## src/hdl/hcl_pkg.sv

```systemverilog
// Shared widths, constants, register codes and queue item types of the input linearizer.
`timescale 1ns / 1ps
`default_nettype none

package hcl_pkg;

  // Field widths
  localparam int VOLT_W     = 14;
  localparam int KNEE_W     = 15;
  localparam int LEVEL_W    = 16;
  localparam int CFG_IDX_W  = 3;
  localparam int CFG_DATA_W = 15;

  // Product of a 15-bit factor and a 14-bit voltage difference
  localparam int NUM_W = KNEE_W + VOLT_W;

  // Full scale level, +1.0 in Q1.14
  localparam int LEVEL_ONE = 16384;

  // Knee voltage between the two forward gas slopes, Q2.12
  localparam logic [VOLT_W-1:0] GAS_KNEE_VOLT = 14'd6018;

  // Default depth of the queue between front and back
  localparam int QUEUE_DEPTH = 2;

  // Register reset values
  localparam logic [VOLT_W-1:0] GAS_DEAD_LOW_RST   = 14'd6024;
  localparam logic [VOLT_W-1:0] REVERSE_THR_RST    = 14'd6881;
  localparam logic [VOLT_W-1:0] GAS_REVERSE_MAX_RST = 14'd8602;
  localparam logic [VOLT_W-1:0] GAS_FULL_RST       = 14'd3727;
  localparam logic [KNEE_W-1:0] KNEE_LEVEL_RST     = 15'd6226;
  localparam logic [VOLT_W-1:0] TURN_CENTER_RST    = 14'd6267;
  localparam logic [VOLT_W-1:0] TURN_HIGH_RST      = 14'd11878;
  localparam logic [VOLT_W-1:0] TURN_LOW_RST       = 14'd696;

  // Register indexes
  typedef enum logic [CFG_IDX_W-1:0] {
    CFG_GAS_DEAD_LOW    = 3'd0,
    CFG_REVERSE_THR     = 3'd1,
    CFG_GAS_REVERSE_MAX = 3'd2,
    CFG_GAS_FULL        = 3'd3,
    CFG_KNEE_LEVEL      = 3'd4,
    CFG_TURN_CENTER     = 3'd5,
    CFG_TURN_HIGH       = 3'd6,
    CFG_TURN_LOW        = 3'd7
  } cfg_idx_t;

  // Configuration register file contents
  typedef struct packed {
    logic [VOLT_W-1:0] gas_dead_low_volt;
    logic [VOLT_W-1:0] reverse_threshold_volt;
    logic [VOLT_W-1:0] gas_reverse_max_volt;
    logic [VOLT_W-1:0] gas_full_volt;
    logic [KNEE_W-1:0] knee_level;
    logic [VOLT_W-1:0] turn_center_volt;
    logic [VOLT_W-1:0] turn_high_volt;
    logic [VOLT_W-1:0] turn_low_volt;
  } cfg_t;

  // One channel's division job: level = base +/- num / den
  typedef struct packed {
    logic [NUM_W-1:0]  num;
    logic [VOLT_W-1:0] den;
    logic              neg;
    logic [KNEE_W-1:0] base;
    logic              bad;
  } job_t;

  // Queue item: both channels of one sample pair
  typedef struct packed {
    job_t gas;
    job_t turn;
  } job_pair_t;

endpackage

`default_nettype wire

```

## src/hdl/hcl_if.sv

```systemverilog
// Valid/ready channel interfaces for sample pairs and level results.
`timescale 1ns / 1ps
`default_nettype none

interface hcl_in_if;
  logic                            valid;
  logic                            ready;
  logic [hcl_pkg::VOLT_W-1:0]      gas_sample;
  logic [hcl_pkg::VOLT_W-1:0]      turn_sample;

  modport source (output valid, output gas_sample, output turn_sample, input ready);
  modport sink (input valid, input gas_sample, input turn_sample, output ready);
endinterface

interface hcl_out_if;
  logic                               valid;
  logic                               ready;
  logic signed [hcl_pkg::LEVEL_W-1:0] gas_level;
  logic signed [hcl_pkg::LEVEL_W-1:0] turn_level;
  logic                               gas_out_of_range;
  logic                               turn_out_of_range;

  modport source (output valid, output gas_level, output turn_level,
                  output gas_out_of_range, output turn_out_of_range, input ready);
  modport sink (input valid, input gas_level, input turn_level,
                input gas_out_of_range, input turn_out_of_range, output ready);
endinterface

`default_nettype wire

```

## src/hdl/hcl_front.sv

```systemverilog
// Front end: sample smoothing, region classification and numerator product.
`timescale 1ns / 1ps
`default_nettype none

module hcl_front (
  input  wire logic               clk,
  input  wire logic               rst,
  hcl_in_if.sink                  samples,
  input  wire hcl_pkg::cfg_t      cfg,
  output logic                    push_valid,
  input  wire logic               push_ready,
  output hcl_pkg::job_pair_t      push_data
);

  localparam int VW = hcl_pkg::VOLT_W;
  localparam int KW = hcl_pkg::KNEE_W;
  localparam logic [KW-1:0] ONE = KW'(hcl_pkg::LEVEL_ONE);

  // Multiplier operands of one channel
  typedef struct packed {
    logic [KW-1:0] op_a;
    logic [VW-1:0] op_b;
    logic [VW-1:0] den;
    logic          neg;
    logic [KW-1:0] base;
    logic          bad;
  } mul_op_t;

  typedef enum logic [2:0] {
    F_IDLE  = 3'b001,
    F_CLASS = 3'b010,
    F_MULT  = 3'b100
  } front_state_t;

  front_state_t      state;
  logic [VW-1:0]     gas_avg;
  logic [VW-1:0]     turn_avg;
  mul_op_t           gas_op;
  mul_op_t           turn_op;
  mul_op_t           gas_op_next;
  mul_op_t           turn_op_next;
  logic              accept;

  assign samples.ready = (state == F_IDLE);
  assign accept        = samples.valid && samples.ready;

  // Classify the smoothed gas voltage
  always_comb begin
    gas_op_next = '{op_a: '0, op_b: '0, den: VW'(1), neg: 1'b0, base: '0, bad: 1'b0};
    if (gas_avg <= cfg.reverse_threshold_volt && gas_avg >= cfg.gas_dead_low_volt) begin
      gas_op_next.bad = 1'b0;
    end else if (gas_avg > cfg.reverse_threshold_volt &&
                 gas_avg <= cfg.gas_reverse_max_volt) begin
      gas_op_next.op_a = ONE;
      gas_op_next.op_b = gas_avg - cfg.reverse_threshold_volt;
      gas_op_next.den  = cfg.gas_reverse_max_volt - cfg.reverse_threshold_volt;
      gas_op_next.neg  = 1'b1;
    end else if (gas_avg < cfg.gas_dead_low_volt && gas_avg >= hcl_pkg::GAS_KNEE_VOLT) begin
      gas_op_next.op_a = cfg.knee_level;
      gas_op_next.op_b = cfg.gas_dead_low_volt - gas_avg;
      gas_op_next.den  = cfg.gas_dead_low_volt - hcl_pkg::GAS_KNEE_VOLT;
    end else if (gas_avg < hcl_pkg::GAS_KNEE_VOLT && gas_avg >= cfg.gas_full_volt) begin
      // Second slope: remaining span above the knee may be negative
      if (cfg.knee_level > ONE) begin
        gas_op_next.op_a = cfg.knee_level - ONE;
        gas_op_next.neg  = 1'b1;
      end else begin
        gas_op_next.op_a = ONE - cfg.knee_level;
      end
      gas_op_next.op_b = hcl_pkg::GAS_KNEE_VOLT - gas_avg;
      gas_op_next.den  = hcl_pkg::GAS_KNEE_VOLT - cfg.gas_full_volt;
      gas_op_next.base = cfg.knee_level;
    end else begin
      gas_op_next.bad = 1'b1;
    end
  end

  // Classify the smoothed turn voltage about its center
  always_comb begin
    turn_op_next = '{op_a: '0, op_b: '0, den: VW'(1), neg: 1'b0, base: '0, bad: 1'b0};
    if (turn_avg == cfg.turn_center_volt) begin
      turn_op_next.bad = 1'b0;
    end else if (turn_avg > cfg.turn_center_volt && turn_avg <= cfg.turn_high_volt) begin
      turn_op_next.op_a = ONE;
      turn_op_next.op_b = turn_avg - cfg.turn_center_volt;
      turn_op_next.den  = cfg.turn_high_volt - cfg.turn_center_volt;
    end else if (turn_avg < cfg.turn_center_volt && turn_avg >= cfg.turn_low_volt) begin
      turn_op_next.op_a = ONE;
      turn_op_next.op_b = cfg.turn_center_volt - turn_avg;
      turn_op_next.den  = cfg.turn_center_volt - cfg.turn_low_volt;
      turn_op_next.neg  = 1'b1;
    end else begin
      turn_op_next.bad = 1'b1;
    end
  end

  // Sequence: accept and smooth, classify, multiply and push
  always_ff @(posedge clk) begin
    if (rst) begin
      state    <= F_IDLE;
      gas_avg  <= '0;
      turn_avg <= '0;
    end else begin
      case (state)
        F_IDLE: begin
          if (accept) begin
            gas_avg  <= VW'(({1'b0, samples.gas_sample} + {1'b0, gas_avg}) >> 1);
            turn_avg <= VW'(({1'b0, samples.turn_sample} + {1'b0, turn_avg}) >> 1);
            state    <= F_CLASS;
          end
        end
        F_CLASS: begin
          state <= F_MULT;
        end
        F_MULT: begin
          if (push_ready) begin
            state <= F_IDLE;
          end
        end
        default: begin
          state <= F_IDLE;
        end
      endcase
    end
  end

  // Hold classified operands
  always_ff @(posedge clk) begin
    if (state == F_CLASS) begin
      gas_op  <= gas_op_next;
      turn_op <= turn_op_next;
    end
  end

  // Form numerators; the queue register follows the multipliers
  assign push_valid          = (state == F_MULT);
  assign push_data.gas.num   = gas_op.op_a * gas_op.op_b;
  assign push_data.gas.den   = gas_op.den;
  assign push_data.gas.neg   = gas_op.neg;
  assign push_data.gas.base  = gas_op.base;
  assign push_data.gas.bad   = gas_op.bad;
  assign push_data.turn.num  = turn_op.op_a * turn_op.op_b;
  assign push_data.turn.den  = turn_op.den;
  assign push_data.turn.neg  = turn_op.neg;
  assign push_data.turn.base = turn_op.base;
  assign push_data.turn.bad  = turn_op.bad;

  a_accept_blocks: assert property (@(posedge clk) disable iff (rst)
    accept |=> !samples.ready && state == F_CLASS)
    else $error("front took a second transfer while busy");

endmodule

`default_nettype wire

```

## src/hdl/hcl_queue.sv

```systemverilog
// Short register queue of division jobs between front and back.
`timescale 1ns / 1ps
`default_nettype none

module hcl_queue #(
  parameter int DEPTH = hcl_pkg::QUEUE_DEPTH
) (
  input  wire logic               clk,
  input  wire logic               rst,
  input  wire logic               push_valid,
  output logic                    push_ready,
  input  wire hcl_pkg::job_pair_t push_data,
  output logic                    pop_valid,
  input  wire logic               pop_ready,
  output hcl_pkg::job_pair_t      pop_data
);

  localparam int PTR_W = (DEPTH > 1) ? $clog2(DEPTH) : 1;
  localparam int CNT_W = $clog2(DEPTH + 1);

  hcl_pkg::job_pair_t entries [DEPTH];
  logic [PTR_W-1:0]   wr_ptr;
  logic [PTR_W-1:0]   rd_ptr;
  logic [CNT_W-1:0]   count;
  logic               push;
  logic               pop;

  assign push_ready = (count != CNT_W'(DEPTH));
  assign pop_valid  = (count != '0);
  assign push       = push_valid && push_ready;
  assign pop        = pop_valid && pop_ready;
  assign pop_data   = entries[rd_ptr];

  // Store on push
  always_ff @(posedge clk) begin
    if (push) begin
      entries[wr_ptr] <= push_data;
    end
  end

  // Advance pointers and count
  always_ff @(posedge clk) begin
    if (rst) begin
      wr_ptr <= '0;
      rd_ptr <= '0;
      count  <= '0;
    end else begin
      if (push) begin
        wr_ptr <= (wr_ptr == PTR_W'(DEPTH - 1)) ? '0 : wr_ptr + 1'b1;
      end
      if (pop) begin
        rd_ptr <= (rd_ptr == PTR_W'(DEPTH - 1)) ? '0 : rd_ptr + 1'b1;
      end
      if (push && !pop) begin
        count <= count + 1'b1;
      end else if (pop && !push) begin
        count <= count - 1'b1;
      end
    end
  end

  a_count_bound: assert property (@(posedge clk) disable iff (rst)
    count <= CNT_W'(DEPTH))
    else $error("queue count beyond depth");

endmodule

`default_nettype wire

```

## src/hdl/hcl_div.sv

```systemverilog
// Restoring divider, one quotient bit per cycle.
`timescale 1ns / 1ps
`default_nettype none

module hcl_div (
  input  wire logic                        clk,
  input  wire logic                        rst,
  input  wire logic                        start,
  input  wire logic [hcl_pkg::NUM_W-1:0]   num,
  input  wire logic [hcl_pkg::VOLT_W-1:0]  den,
  output logic                             busy,
  output logic [hcl_pkg::NUM_W-1:0]        quotient
);

  localparam int NW    = hcl_pkg::NUM_W;
  localparam int VW    = hcl_pkg::VOLT_W;
  localparam int CNT_W = $clog2(NW);

  logic [NW-1:0]    quo;
  logic [VW-1:0]    rem;
  logic [VW-1:0]    divisor;
  logic [CNT_W-1:0] cnt;
  logic [VW:0]      rem_shift;
  logic             fits;

  // Shift in the next dividend bit and try the subtraction
  assign rem_shift = {rem, quo[NW-1]};
  assign fits      = (rem_shift >= {1'b0, divisor});
  assign quotient  = quo;

  always_ff @(posedge clk) begin
    if (rst) begin
      busy <= 1'b0;
      cnt  <= '0;
    end else if (start) begin
      busy <= 1'b1;
      cnt  <= '0;
    end else if (busy) begin
      cnt <= cnt + 1'b1;
      if (cnt == CNT_W'(NW - 1)) begin
        busy <= 1'b0;
      end
    end
  end

  // Dividend shifts out as quotient bits shift in
  always_ff @(posedge clk) begin
    if (start) begin
      quo     <= num;
      rem     <= '0;
      divisor <= den;
    end else if (busy) begin
      quo <= {quo[NW-2:0], fits};
      rem <= fits ? VW'(rem_shift - {1'b0, divisor}) : VW'(rem_shift);
    end
  end

  a_start_busy: assert property (@(posedge clk) disable iff (rst)
    start |=> busy && cnt == '0)
    else $error("divider did not begin after start");

endmodule

`default_nettype wire

```

## src/hdl/hcl_back.sv

```systemverilog
// Back end: divides both channels, applies sign, offset (gas only) and clamp, holds the result.
`timescale 1ns / 1ps
`default_nettype none

module hcl_back (
  input  wire logic               clk,
  input  wire logic               rst,
  input  wire logic               pop_valid,
  output logic                    pop_ready,
  input  wire hcl_pkg::job_pair_t pop_data,
  hcl_out_if.source               levels
);

  localparam int NW = hcl_pkg::NUM_W;
  localparam int KW = hcl_pkg::KNEE_W;
  localparam int LW = hcl_pkg::LEVEL_W;
  localparam int SW = NW + 2;

  typedef enum logic [2:0] {
    S_IDLE = 3'b001,
    S_DIV  = 3'b010,
    S_DONE = 3'b100
  } back_state_t;

  back_state_t        state;
  logic               start;
  logic               gas_busy;
  logic               turn_busy;
  logic [NW-1:0]      gas_quo;
  logic [NW-1:0]      turn_quo;
  logic               gas_neg;
  logic               turn_neg;
  logic [KW-1:0]      gas_base;
  logic               gas_bad;
  logic               turn_bad;
  logic               load;

  // Signed level from quotient, clamped to +/-1.0
  function automatic logic [LW-1:0] make_level(input logic [NW-1:0] q, input logic neg,
                                               input logic [KW-1:0] base);
    logic signed [SW-1:0] mag;
    logic signed [SW-1:0] sum;
    logic signed [SW-1:0] one;
    one = SW'(hcl_pkg::LEVEL_ONE);
    mag = $signed({2'b00, q});
    sum = (neg ? -mag : mag) + $signed({{(SW - KW){1'b0}}, base});
    if (sum > one) begin
      return LW'(one);
    end else if (sum < -one) begin
      return LW'(-one);
    end
    return LW'(sum);
  endfunction

  assign pop_ready = (state == S_IDLE);
  assign start     = pop_valid && pop_ready;
  assign load      = (state == S_DONE) && (!levels.valid || levels.ready);

  hcl_div u_gas_div (
    .clk      (clk),
    .rst      (rst),
    .start    (start),
    .num      (pop_data.gas.num),
    .den      (pop_data.gas.den),
    .busy     (gas_busy),
    .quotient (gas_quo)
  );

  hcl_div u_turn_div (
    .clk      (clk),
    .rst      (rst),
    .start    (start),
    .num      (pop_data.turn.num),
    .den      (pop_data.turn.den),
    .busy     (turn_busy),
    .quotient (turn_quo)
  );

  // Sequence: take a job, divide, hand over the result
  always_ff @(posedge clk) begin
    if (rst) begin
      state <= S_IDLE;
    end else begin
      case (state)
        S_IDLE: begin
          if (start) begin
            state <= S_DIV;
          end
        end
        S_DIV: begin
          if (!gas_busy && !turn_busy) begin
            state <= S_DONE;
          end
        end
        S_DONE: begin
          if (load) begin
            state <= S_IDLE;
          end
        end
        default: begin
          state <= S_IDLE;
        end
      endcase
    end
  end

  // Hold sign, offset and range flags of the job in work
  always_ff @(posedge clk) begin
    if (start) begin
      gas_neg  <= pop_data.gas.neg;
      gas_base <= pop_data.gas.base;
      gas_bad  <= pop_data.gas.bad;
      turn_neg <= pop_data.turn.neg;
      turn_bad <= pop_data.turn.bad;
    end
  end

  // Output register: free once its transfer completes
  always_ff @(posedge clk) begin
    if (rst) begin
      levels.valid <= 1'b0;
    end else if (load) begin
      levels.valid <= 1'b1;
    end else if (levels.ready) begin
      levels.valid <= 1'b0;
    end
  end

  always_ff @(posedge clk) begin
    if (load) begin
      levels.gas_level         <= make_level(gas_quo, gas_neg, gas_base);
      levels.turn_level        <= make_level(turn_quo, turn_neg, '0);
      levels.gas_out_of_range  <= gas_bad;
      levels.turn_out_of_range <= turn_bad;
    end
  end

  a_gas_flag_zero: assert property (@(posedge clk) disable iff (rst)
    levels.valid && levels.gas_out_of_range |-> levels.gas_level == '0)
    else $error("gas out of range with nonzero level");

  a_turn_flag_zero: assert property (@(posedge clk) disable iff (rst)
    levels.valid && levels.turn_out_of_range |-> levels.turn_level == '0)
    else $error("turn out of range with nonzero level");

  a_div_lockstep: assert property (@(posedge clk) disable iff (rst)
    gas_busy == turn_busy)
    else $error("channel dividers out of step");

endmodule

`default_nettype wire

```

## src/hdl/hand_controller_input_linearizer.sv

```systemverilog
// Top level: configuration registers, front end, job queue and back end.
// A sample pair passes the front (smooth, classify, push), the queue pop, 29 divider steps,
//   the done check and the output register before its result is valid.
// The back end sets the rate: it takes no new pair until the last has passed its start,
//   29 restoring divider steps, done check and output load.
// The front takes a new pair once it has pushed the last one, while the queue has room.
// Reset (rst, synchronous): averages clear to zero, registers take their defaults,
//   queue and output empty.
`timescale 1ns / 1ps
`default_nettype none

module hand_controller_input_linearizer #(
  parameter int QUEUE_DEPTH = hcl_pkg::QUEUE_DEPTH
) (
  input  wire logic                              clk,
  input  wire logic                              rst,
  hcl_in_if.sink                                 samples,
  hcl_out_if.source                              levels,
  input  wire logic                              cfg_wr_en,
  input  wire logic [hcl_pkg::CFG_IDX_W-1:0]     cfg_index,
  input  wire logic [hcl_pkg::CFG_DATA_W-1:0]    cfg_data
);

  localparam int VW = hcl_pkg::VOLT_W;
  localparam int KW = hcl_pkg::KNEE_W;

  hcl_pkg::cfg_t      cfg;
  logic               push_valid;
  logic               push_ready;
  hcl_pkg::job_pair_t push_data;
  logic               pop_valid;
  logic               pop_ready;
  hcl_pkg::job_pair_t pop_data;

  // Configuration register writes
  always_ff @(posedge clk) begin
    if (rst) begin
      cfg.gas_dead_low_volt      <= hcl_pkg::GAS_DEAD_LOW_RST;
      cfg.reverse_threshold_volt <= hcl_pkg::REVERSE_THR_RST;
      cfg.gas_reverse_max_volt   <= hcl_pkg::GAS_REVERSE_MAX_RST;
      cfg.gas_full_volt          <= hcl_pkg::GAS_FULL_RST;
      cfg.knee_level             <= hcl_pkg::KNEE_LEVEL_RST;
      cfg.turn_center_volt       <= hcl_pkg::TURN_CENTER_RST;
      cfg.turn_high_volt         <= hcl_pkg::TURN_HIGH_RST;
      cfg.turn_low_volt          <= hcl_pkg::TURN_LOW_RST;
    end else if (cfg_wr_en) begin
      case (hcl_pkg::cfg_idx_t'(cfg_index))
        hcl_pkg::CFG_GAS_DEAD_LOW:    cfg.gas_dead_low_volt      <= VW'(cfg_data);
        hcl_pkg::CFG_REVERSE_THR:     cfg.reverse_threshold_volt <= VW'(cfg_data);
        hcl_pkg::CFG_GAS_REVERSE_MAX: cfg.gas_reverse_max_volt   <= VW'(cfg_data);
        hcl_pkg::CFG_GAS_FULL:        cfg.gas_full_volt          <= VW'(cfg_data);
        hcl_pkg::CFG_KNEE_LEVEL:      cfg.knee_level             <= KW'(cfg_data);
        hcl_pkg::CFG_TURN_CENTER:     cfg.turn_center_volt       <= VW'(cfg_data);
        hcl_pkg::CFG_TURN_HIGH:       cfg.turn_high_volt         <= VW'(cfg_data);
        hcl_pkg::CFG_TURN_LOW:        cfg.turn_low_volt          <= VW'(cfg_data);
        default: begin
        end
      endcase
    end
  end

  hcl_front u_front (
    .clk        (clk),
    .rst        (rst),
    .samples    (samples),
    .cfg        (cfg),
    .push_valid (push_valid),
    .push_ready (push_ready),
    .push_data  (push_data)
  );

  hcl_queue #(
    .DEPTH (QUEUE_DEPTH)
  ) u_queue (
    .clk        (clk),
    .rst        (rst),
    .push_valid (push_valid),
    .push_ready (push_ready),
    .push_data  (push_data),
    .pop_valid  (pop_valid),
    .pop_ready  (pop_ready),
    .pop_data   (pop_data)
  );

  hcl_back u_back (
    .clk       (clk),
    .rst       (rst),
    .pop_valid (pop_valid),
    .pop_ready (pop_ready),
    .pop_data  (pop_data),
    .levels    (levels)
  );

endmodule

`default_nettype wire
```

## src/flat_wrapper.sv

```systemverilog
// flat-port wrapper written by rule: the top's interface ports become plain ports
module hand_controller_input_linearizer_flat 
#(
  parameter int QUEUE_DEPTH = hcl_pkg::QUEUE_DEPTH
)
  (clk, rst, cfg_wr_en, cfg_index, cfg_data, samples_valid, samples_gas_sample, samples_turn_sample, samples_ready, levels_valid, levels_gas_level, levels_turn_level, levels_gas_out_of_range, levels_turn_out_of_range, levels_ready);
  hcl_in_if samples_i ();
  hcl_out_if levels_i ();
  input  wire logic clk;
  input  wire logic rst;
  input  wire logic cfg_wr_en;
  input  wire logic [hcl_pkg::CFG_IDX_W-1:0] cfg_index;
  input  wire logic [hcl_pkg::CFG_DATA_W-1:0] cfg_data;
  input wire logic [$bits(samples_i.valid)-1:0] samples_valid;
  input wire logic [$bits(samples_i.gas_sample)-1:0] samples_gas_sample;
  input wire logic [$bits(samples_i.turn_sample)-1:0] samples_turn_sample;
  output wire logic [$bits(samples_i.ready)-1:0] samples_ready;
  output wire logic [$bits(levels_i.valid)-1:0] levels_valid;
  output wire logic [$bits(levels_i.gas_level)-1:0] levels_gas_level;
  output wire logic [$bits(levels_i.turn_level)-1:0] levels_turn_level;
  output wire logic [$bits(levels_i.gas_out_of_range)-1:0] levels_gas_out_of_range;
  output wire logic [$bits(levels_i.turn_out_of_range)-1:0] levels_turn_out_of_range;
  input wire logic [$bits(levels_i.ready)-1:0] levels_ready;
  assign samples_i.valid = samples_valid;
  assign samples_i.gas_sample = samples_gas_sample;
  assign samples_i.turn_sample = samples_turn_sample;
  assign samples_ready = samples_i.ready;
  assign levels_valid = levels_i.valid;
  assign levels_gas_level = levels_i.gas_level;
  assign levels_turn_level = levels_i.turn_level;
  assign levels_gas_out_of_range = levels_i.gas_out_of_range;
  assign levels_turn_out_of_range = levels_i.turn_out_of_range;
  assign levels_i.ready = levels_ready;
  hand_controller_input_linearizer #(.QUEUE_DEPTH(QUEUE_DEPTH)) u_core (.clk(clk), .rst(rst), .samples(samples_i), .levels(levels_i), .cfg_wr_en(cfg_wr_en), .cfg_index(cfg_index), .cfg_data(cfg_data));
endmodule
```

## config.mk

```make
export PLATFORM = sky130hd
export DESIGN_NAME = hand_controller_input_linearizer_flat
export DESIGN_NICKNAME = d
export VERILOG_FILES = /design/src/hdl/hcl_pkg.sv /design/src/hdl/hcl_if.sv /design/src/hdl/hcl_front.sv /design/src/hdl/hcl_queue.sv /design/src/hdl/hcl_div.sv /design/src/hdl/hcl_back.sv /design/src/hdl/hand_controller_input_linearizer.sv /design/src/flat_wrapper.sv
export SDC_FILE = /design/constraint.sdc
export NUM_CORES = 2
export LEC_CHECK = 0
export ABC_AREA = 1
export BUFFER_PORTS_ARGS = -buffer_cell sky130_fd_sc_hd__buf_2
export CAP_MARGIN = 5
export CORE_MARGIN = 8
export CORE_UTILIZATION = 64
export CTS_CLUSTER_DIAMETER = 60
export DETAILED_ROUTE_END_ITERATION = 16
export HOLD_SLACK_MARGIN = 0.15
export PLACE_DENSITY = 0.83
export RECOVER_POWER = 50
export SYNTH_ARGS = -nofsm -noshare
export SYNTH_HDL_FRONTEND = slang
export SYNTH_SLANG_ARGS = --single-unit
```

## constraint.sdc

```tcl
create_clock -name clk -period 8.6 [get_ports clk]
set_clock_uncertainty 0.05 [all_clocks]
set_input_delay 0.43 -clock clk [delete_from_list [all_inputs] [get_ports clk]]
set_output_delay 0.43 -clock clk [all_outputs]
set_load 0.05 [all_outputs]
```

==> flow_summary.ini <==
[timing]
min_period_ns = 6.44
clock.fmax_mhz = 155
hold_violations = 0
period_share_pct = 74.9
slew_viol_final = 486
worst_slew_pin_slew_ns = 3.88
worst_slack_ns = 2.16
timing.setup.tns_ns = 0
slew-limit-headroom_pct = -159
setup_violations = 0
rsz0062_at_grt = no

[yosys]
yosys_register_bits = 603
synth_cell_types = 65
yosysSeqAreaShare_pct = 38.7
yosys_warnings = 0
synth.avg_cell_area_um2 = 8.51
synthArstFlopShare_pct = 0
synth-edff-count = 410
synthesis.nets = 5454
syn_inst = 4914
synth_ff_type = edfxtp_1
syn-cell-area_um2 = 41800

[layout]
area_delta_synth_final_pct = 7.23
fin_area_um2 = 44800
nFillCells = 4927
drive_above_1_share_pct = 5.75
nets = 5482
antennaDiodeCount = 0

[placed_design]
io_buffers = 86
gp_congestion = 0.983
dpl_cell_area_um2 = 42900
dp_hpwl_um = 75900
pre_cts_ws_ns = 2.21

[global_route]
grt_pass1_vias = 32010
antenna_found_initial = 1
grt_max_degree = 97
grt_use_total_pct = 27.2
globalRouteOverflowTotal = 0
grt_pass1_wl_um = 164000

[worst_setup_path]
path_cells = nand2_1 -> inv_1 -> fa_1 -> inv_1 -> fa_1 -> inv_1 -> fa_1 -> ha_1 -> fa_1 -> inv_1 -> fa_1 -> inv_1 -> ha_1 -> nand2_1 -> o21ai_0 -> a21oi_1 -> o21ai_0 -> a21boi_0 -> o21bai_1 -> nand3_1 -> nand2_1 -> xor2_1
slowest_delay_ns = 0.63
criticalPathCategory = flop to flop
crit_slowest_cell = edfxtp_1
r2r-end = u_core.u_queue.entries[1][97]$_DFFE_PP_
worstPathRequired_ns = 8.99
endpoint = u_core.u_queue.entries[1][97]$_DFFE_PP_
r2r_cells = 22
startpoint = u_core.u_front.gas_op[35]$_SDFFCE_PP0P_
r2r_setup_slack_ns = 2.16
reg2reg_from = u_core.u_front.gas_op[35]$_SDFFCE_PP0P_
cp_max_fo = 15
cp-end-kind = flop
start_kind = flop
cp.arrival_ns = 6.83

[drt]
vias_per_cell = 5.75
route.detailed.drc = 0
num_vias = 33604
drtPass1Iterations = 8
antenna_left = 0
drt_wl_total_um = 103000
wire_per_inst_um = 17.6
drt_iter0_drc = 3013

[floorplan]
core_area_um2 = 64500
rows = 93
initial_utilization_pct = 64.8
die_x_um = 272
fp.dieArea_um2 = 73700
die_h_um = 272
ioPinCount = 87

[run_status]
violations = capacitance limit, slew limit
status = finished with violations

[clock_tree]
cts_root_buffer = clkbuf_16
tritoncts = done
clk_pin_slew_ns = 0.06
cts_made_buffers = 67
cts_setup_buffers = 0
clk_latency_ns = 0.61
htree_num_levels = 3
clock_path_buffers = 3
clock-sinks = 603

[power]
powerDensity_nw_per_um2 = 316
ir_worst_vdd_v = 0.000278
fin_total_pwr_mw = 14.2
p_leak_nw = 20.5

[min_path]
hold_path.class = input pin to flop
holdCritStartpoint = levels_ready

[job]
drv_cap = 9
kinds of logic (layout without fill, tap and decap cells):
logic type,Yosys count,in the layout,share of synthesized area (%)
multiplexers,48,48,1.29
AO/OA/AOI/OAI,904,904,12.1
flip-flops,603,603,38.7
adder cells (fa/ha/maj),489,489,17.6
AND/OR/NAND/NOR,1687,1687,17.3
buffers and inverters,988,1068,9.00
XOR/XNOR,195,195,4.09
power by group:
part / internal [mW] / total [mW] / switching, mW
clock network: 1.51 / 2.67 / 1.16
registers: 3.98 / 4.38 / 0.407
logic: 2.43 / 7.13 / 4.69
state kept, by name, indices dropped and copies added, names as in the netlist, 14 cells and up, named ones only:
name                               cells
u_core.u_queue.entries               180
u_core.u_front.gas_avg                14
u_core.u_front.turn_op                15
u_core.u_back.levels.turn_level       16
u_core.u_front.turn_avg               14
u_core.u_front.gas_op                 29
u_core.u_back.u_turn_div.quotient     29
u_core.u_back.u_gas_div.rem           14
u_core.u_front.push_data              47
u_core.u_back.u_turn_div.divisor      14
u_core.u_back.levels.gas_level        16
u_core.u_back.u_gas_div.divisor       14
u_core.u_back.u_turn_div.rem          14
u_core.cfg                           113
u_core.u_back.u_gas_div.quotient      29
u_core.u_back.gas_base                15
cell type report:
| type | count | area, um^2 | area share (%) |
|---|---|---|---|
| multi-input combinational | 3323 | 21900 | 48.8 |
| sequential | 603 | 16200 | 36.1 |
| inverter | 841 | 3160 | 7.05 |
| clock buffer | 96 | 1810 | 4.03 |
| tap | 855 | 1070 | 2.39 |
| timing repair buffer | 106 | 517 | 1.15 |
| clock inverter | 25 | 223 | 0.497 |
worst max-delay path: cells and delay by family, from the launching register on:
kind / cells / cell delay [ns]
adder cells (fa/ha/maj): 7 / 3.25
AO/OA/AOI/OAI: 5 / 1.46
XOR/XNOR: 1 / 0.20
AND/OR/NAND/NOR: 4 / 0.42
buffers and inverters: 5 / 0.27
flip-flops: 1 / 0.63
per-layer routing:
layer | routed length, um | GRT usage, %
met2 | 46700 | 44.5
met4 | 3790 | 9.57
met3 | 8660 | 4.71
met5 | 12 | 0
met1 | 43600 | 36.5
through the flow:
step | hold slack, ns | instances | utilization (%)
final | 0.150 | 5849 | 69.5
after global routing | 0.155 | 5849 | 69.5
after CTS | 0.162 | 5849 | 69.7
after detailed placement | 0.384 | 5726 | 66.5
after global placement | 0.375 | 5726 | 66.5
after floorplan | 0.350 | 4914 | -
how the worst min path moves through the flow:
stage / end / slack [ns] / cells past startpoint
floorplan: u_core.u_back.levels.gas_out_of_range$_DFFE_PP_ / 0.35 / 0
global placement: u_core.u_queue.entries[0][10]$_DFFE_PP_ / 0.37 / 0
detailed placement: u_core.u_queue.entries[1][67]$_DFFE_PP_ / 0.38 / 0
CTS: u_core.u_back.levels.valid$_SDFFE_PP0P_ / 0.16 / 4
global route: u_core.u_back.levels.valid$_SDFFE_PP0P_ / 0.16 / 4
finish: u_core.u_back.levels.valid$_SDFFE_PP0P_ / 0.15 / 4
synth_stat cells (all sizes together), types with 6 or more instances:
cell type / n / area, um^2
inv: 836 / 3140
nor4: 9 / 56.3
xor2: 143 / 1250
a21o: 7 / 52.6
dfxtp: 193 / 3860
nor3: 62 / 320
o21ai: 333 / 1680
o211ai: 97 / 733
a31oi: 18 / 113
o22ai: 11 / 68.8
nand3: 189 / 971
o21a: 6 / 45.0
nor2: 366 / 1540
nand3b: 9 / 67.6
fa: 165 / 3300
a21boi: 10 / 75.1
o31ai: 9 / 67.6
or2: 20 / 125
mux2: 47 / 529
nor3b: 13 / 97.6
nand4: 42 / 263
clkbuf: 116 / 435
edfxtp: 410 / 12300
buf: 31 / 169
a21oi: 375 / 1880
xnor2: 52 / 455
ha: 324 / 4050
nand2: 971 / 3740
cells in the final DEF, fill, tap and decap left out, types with 6 or more instances in the layout:
cell type / instances
clkbuf_1: 70
o22ai_1: 11
edfxtp_1: 410
buf_2: 49
nor2_2: 8
inv_2: 6
a31oi_1: 18
o211ai_1: 96
a21o_1: 7
nand3b_1: 9
xnor2_1: 52
nand3_1: 184
fa_1: 165
clkinv_1: 10
nand2_2: 23
or2_2: 20
mux2_2: 40
nor2_4: 18
buf_4: 12
inv_1: 829
clkbuf_16: 67
nand4_1: 42
nor3_1: 59
o31ai_1: 9
a21boi_0: 7
nor2_1: 339
o21a_1: 6
xor2_1: 143
o21ai_0: 325
nand2_1: 943
mux2_1: 7
a21oi_1: 375
nor4_1: 9
ha_1: 324
nor3b_1: 13
dfxtp_1: 193
repair_timing:
| item | CTS | global route |
|---|---|---|
| hold buffers | 2 | 0 |
| resized for setup | 0 | 0 |
| hold endpoints to repair | 2 | 0 |
Note: power is estimated with default switching activity, not from simulation.
